File: src/design/rvsc_pkg.sv
// Shared types and constants for the small RISC-V style multicycle core.
// Used by the memory, the register file, the word index unit and the top level.
package rvsc_pkg;

    localparam int MEM_WORDS_DEF = 65536;
    localparam int XLEN = 32;
    localparam int REG_ADDR_W = 5;
    localparam int REG_COUNT = 32;
    localparam int WA_W = 16;
    localparam int VAL_W = 30;
    localparam logic [REG_ADDR_W-1:0] REG_ZERO = 5'd0;
    localparam logic [REG_ADDR_W-1:0] REG_RET = 5'd10;

    typedef struct packed {
        logic                  we;
        logic [REG_ADDR_W-1:0] addr;
        logic [XLEN-1:0]       data;
    } t_rf_wr;

endpackage

File: src/design/rvsc_regfile.sv
// Register file with two registered read ports and one write port.
// Entries read as zero until written; entry zero is never written. Uses rvsc_pkg.
module rvsc_regfile (
    input  logic                             i_clk,
    input  logic                             i_rst_n,
    input  logic                             i_re,
    input  logic [rvsc_pkg::REG_ADDR_W-1:0]  i_ra1,
    input  logic [rvsc_pkg::REG_ADDR_W-1:0]  i_ra2,
    input  rvsc_pkg::t_rf_wr                 i_wr,
    output logic [rvsc_pkg::XLEN-1:0]        o_rd1,
    output logic [rvsc_pkg::XLEN-1:0]        o_rd2
);

    logic [rvsc_pkg::XLEN-1:0]      r_mem [rvsc_pkg::REG_COUNT];
    logic [rvsc_pkg::REG_COUNT-1:0] r_valid;
    logic [rvsc_pkg::XLEN-1:0]      r_d1;
    logic [rvsc_pkg::XLEN-1:0]      r_d2;
    logic                           r_v1;
    logic                           r_v2;
    logic                           w_we;

    assign w_we = i_wr.we && (i_wr.addr != rvsc_pkg::REG_ZERO);

    always_ff @(posedge i_clk) begin
        if (!i_rst_n) begin
            r_valid <= '0;
        end else if (w_we) begin
            r_valid[i_wr.addr] <= 1'b1;
        end
    end

    always_ff @(posedge i_clk) begin
        if (w_we) begin
            r_mem[i_wr.addr] <= i_wr.data;
        end
        if (i_re) begin
            r_d1 <= r_mem[i_ra1];
            r_d2 <= r_mem[i_ra2];
            r_v1 <= r_valid[i_ra1];
            r_v2 <= r_valid[i_ra2];
        end
    end

    assign o_rd1 = r_v1 ? r_d1 : '0;
    assign o_rd2 = r_v2 ? r_d2 : '0;

endmodule

File: config.mk
export PLATFORM = sky130hd
export DESIGN_NAME = rvsc_regfile
export DESIGN_NICKNAME = d
export VERILOG_FILES = /design/src/design/rvsc_pkg.sv /design/src/design/rvsc_regfile.sv
export SDC_FILE = /design/constraint.sdc
export NUM_CORES = 1
export LEC_CHECK = 0
export BUFFER_PORTS_ARGS = -buffer_cell sky130_fd_sc_hd__buf_2
export CORE_AREA = 2 2 392 394
export DETAILED_ROUTE_END_ITERATION = 8
export DIE_AREA = 0 0 394 396
export PLACE_DENSITY_LB_ADDON = 0.05
export SLEW_MARGIN = 20
export SYNTH_ARGS = -nofsm -noshare
export SYNTH_HDL_FRONTEND = slang
export SYNTH_SLANG_ARGS = --single-unit
File: constraint.sdc
create_clock -name i_clk -period 7.35 [get_ports i_clk]
set_input_delay 1.47 -clock i_clk [delete_from_list [all_inputs] [get_ports i_clk]]
set_output_delay 1.47 -clock i_clk [all_outputs]
set_load 0.01 [all_outputs]
==> metrics <==
wire per inst 32.3 um; setup bufs post-CTS 0; I/O pins 115; Yosys reg bits 1122; DR top layer met5; worst r2r dst r_d2[7]; maximum vdd drop 0.253 mV; max-cap violations 0; Worst-Skew Late Latency 0.77 ns; PwrDens 250 mW/mm^2; row count 143; commonest non-fill, non-tap cells in the layout edfxtp_1 (1090), mux2i_1 (1056), nand2_1 (200), nand3_1 (200); Post-Route Skew 0.0228 ns; post-synth cell types 29; Nets 3806; Root Buffer clkbuf_16; Fin. Hold Viols 0; final wirelength 190 mm; critical path class flop to primary output; register area share after synthesis 0.633; layout cells sized above 1 0.109; CTS Buf Count 135; Routed Antenna Nets 0; grt total ovfl 0; Critical Path RT 5.88 ns; drt via density 5.76; M1 wire length 83.0 mm; Tmin final 3.75 ns; Area Growth Syn to Fin 13.0%; initial antenna violation count 9; DIE WIDTH 394 um; FMAX 266 MHz; Least-Margin Pin Slew 1.16 ns; Worst-path clk slew 0.05 ns; FF-to-FF Start r_mem[6][7]; outcome completed; post-CTS sizing 0; crit-path max FO 32; period utilization 0.511; met3 wire length 10.8 mm; Die Y 396 um; setup ws final 3.60 ns; endpoint type of the worst setup path primary output; Die ar. 0.156 mm^2; Critical Path AT 2.28 ns; mapped cell area 0.0527 mm^2; worst hold path depth 1; type of origin of the critical path flop; Setup-failing EPs final 0; clock tree buffer depth 3; H-Tree Depth 4; GRT Total Usage 0.239; Worst Setup Slack post-DPL 2.92 ns; worst r2r path cells 5; DP HPWL 101 mm; vias in the first global route 34.6k; TritonCTS Sinks 1122; synth warn 0; total vias in the final route 33.9k; TritonCTS clock tree built; Detail Route met2 WL 90.5 mm; Worst Hold Class flop to flop; first-pass GRT wire length 265 mm; RSZ-0062 raised after global routing no; r2r setup slk 5.60 ns; final RePlAce weighted congestion 0.772; Worst Hold Launch r_valid[15]; Initial Util 0.348; area of the core 0.152 mm^2; Slew Limit Headroom 0.228; largest net degree at the start of global routing 122; TritonRoute pass-1 iters 7; synthesized instance count 3667; Residual DRC 0; Syn Area/Cell 14.4 um^2; Slew Limit Fails 0; initial drt markers 3037; commonest non-fill, non-tap cell in the layout edfxtp_1; end of the worst hold path r_valid[15]; PortBufs 114; setup TNS 0 ns; Lkg Pwr 0.0219 uW; Hold-fix buffers, CTS 0
==> cell type report <==
| type | instances | area, um^2 |
|---|---|---|
| clock buffers | 180 | 3670 |
| multi-input cells | 2301 | 18000 |
| clock inverters | 55 | 460 |
| flip-flops and latches | 1122 | 33400 |
| fillers | 14106 | 92000 |
| repair buffers | 195 | 1510 |
| diodes | 1 | 2.50 |
| well taps | 2030 | 2540 |
==> registers in the layout, indices dropped and copies added (netlist names) <==
name     cells
r_v2         1
r_v1         1
r_mem     1024
r_d1        32
r_d2        32
r_valid     32
==> worst max-delay path, stage by stage, from the launching register on <==
cell and delay (ns):
edfxtp_1 0.33, buf_4 0.49, and2_1 0.46, buf_2 0.21
==> cell families (layout without fill, tap and decap cells) <==
logic type | Yosys count | after routing | share of synthesized area
simple gates | 588 | 588 | 0.0525
mux | 1056 | 1056 | 0.200
buf+inv | 275 | 430 | 0.0327
other cells | 1 | 33 | 0.0000711
compound gates | 625 | 625 | 0.0812
flops | 1122 | 1122 | 0.633
==> report_power, final <==
part	leakage [uW]	switching, uW	internal (uW)
Combinational	0.00974	857	409
Sequential	0.0102	65.5	7160
Clock	0.00203	2630	3770
==> how the worst max path moves through the flow <==
stage,start,endpoint,slack (ns),cells after the start
finish,r_v2,o_rd2[13],3.60,3
global route,r_v2,o_rd2[13],3.51,3
CTS,r_v2,o_rd2[13],3.52,3
detailed placement,i_ra2[1],r_d2[9],2.92,8
global placement,i_ra2[1],r_d2[9],2.92,8
floorplan,i_wr[34],r_mem[17][0],3.54,2
==> routing by layer <==
| metal | vias to the layer above | GRT usage |
|---|---|---|
| met5 | - | 0 |
| met4 | 6 | 0.0773 |
| met3 | 319 | 0.0418 |
| met2 | 1192 | 0.394 |
| met1 | 17823 | 0.320 |
| li1 | 14546 | - |
==> Yosys cell counts (all sizes together) <==
cell type     n  share of area
nor2b         4        0.00047
nor2         34         0.0025
o21a         31         0.0044
buf         167          0.024
or3b          2        0.00033
nand2b        4        0.00047
conb          1       0.000071
a21oi       198          0.019
nand3       200          0.019
a22oi       198          0.028
mux2i      1056           0.20
or2           2        0.00024
edfxtp     1090           0.62
or3           1        0.00012
nand2       202          0.014
and2         67         0.0080
dfxtp        32          0.012
a22o        132          0.022
a31oi        66         0.0078
nor3b         1        0.00014
nor3         66         0.0063
clkbuf      108         0.0083
nand3b        5        0.00071
==> through the flow <==
stage,power (uW),area (um^2),util,hold WS (ns),instances
6_report,14900,59600,0.393,0.489,5884
5_1_grt,15400,59600,0.393,0.497,5883
4_1_cts,15000,59600,0.393,0.491,5883
3_5_place_dp,8620,55500,0.366,0.479,5648
3_3_place_gp,8610,55400,0.366,0.468,5646
2_1_floorplan,8070,52800,-,0.451,3698
(Power assumes the default switching activity.)
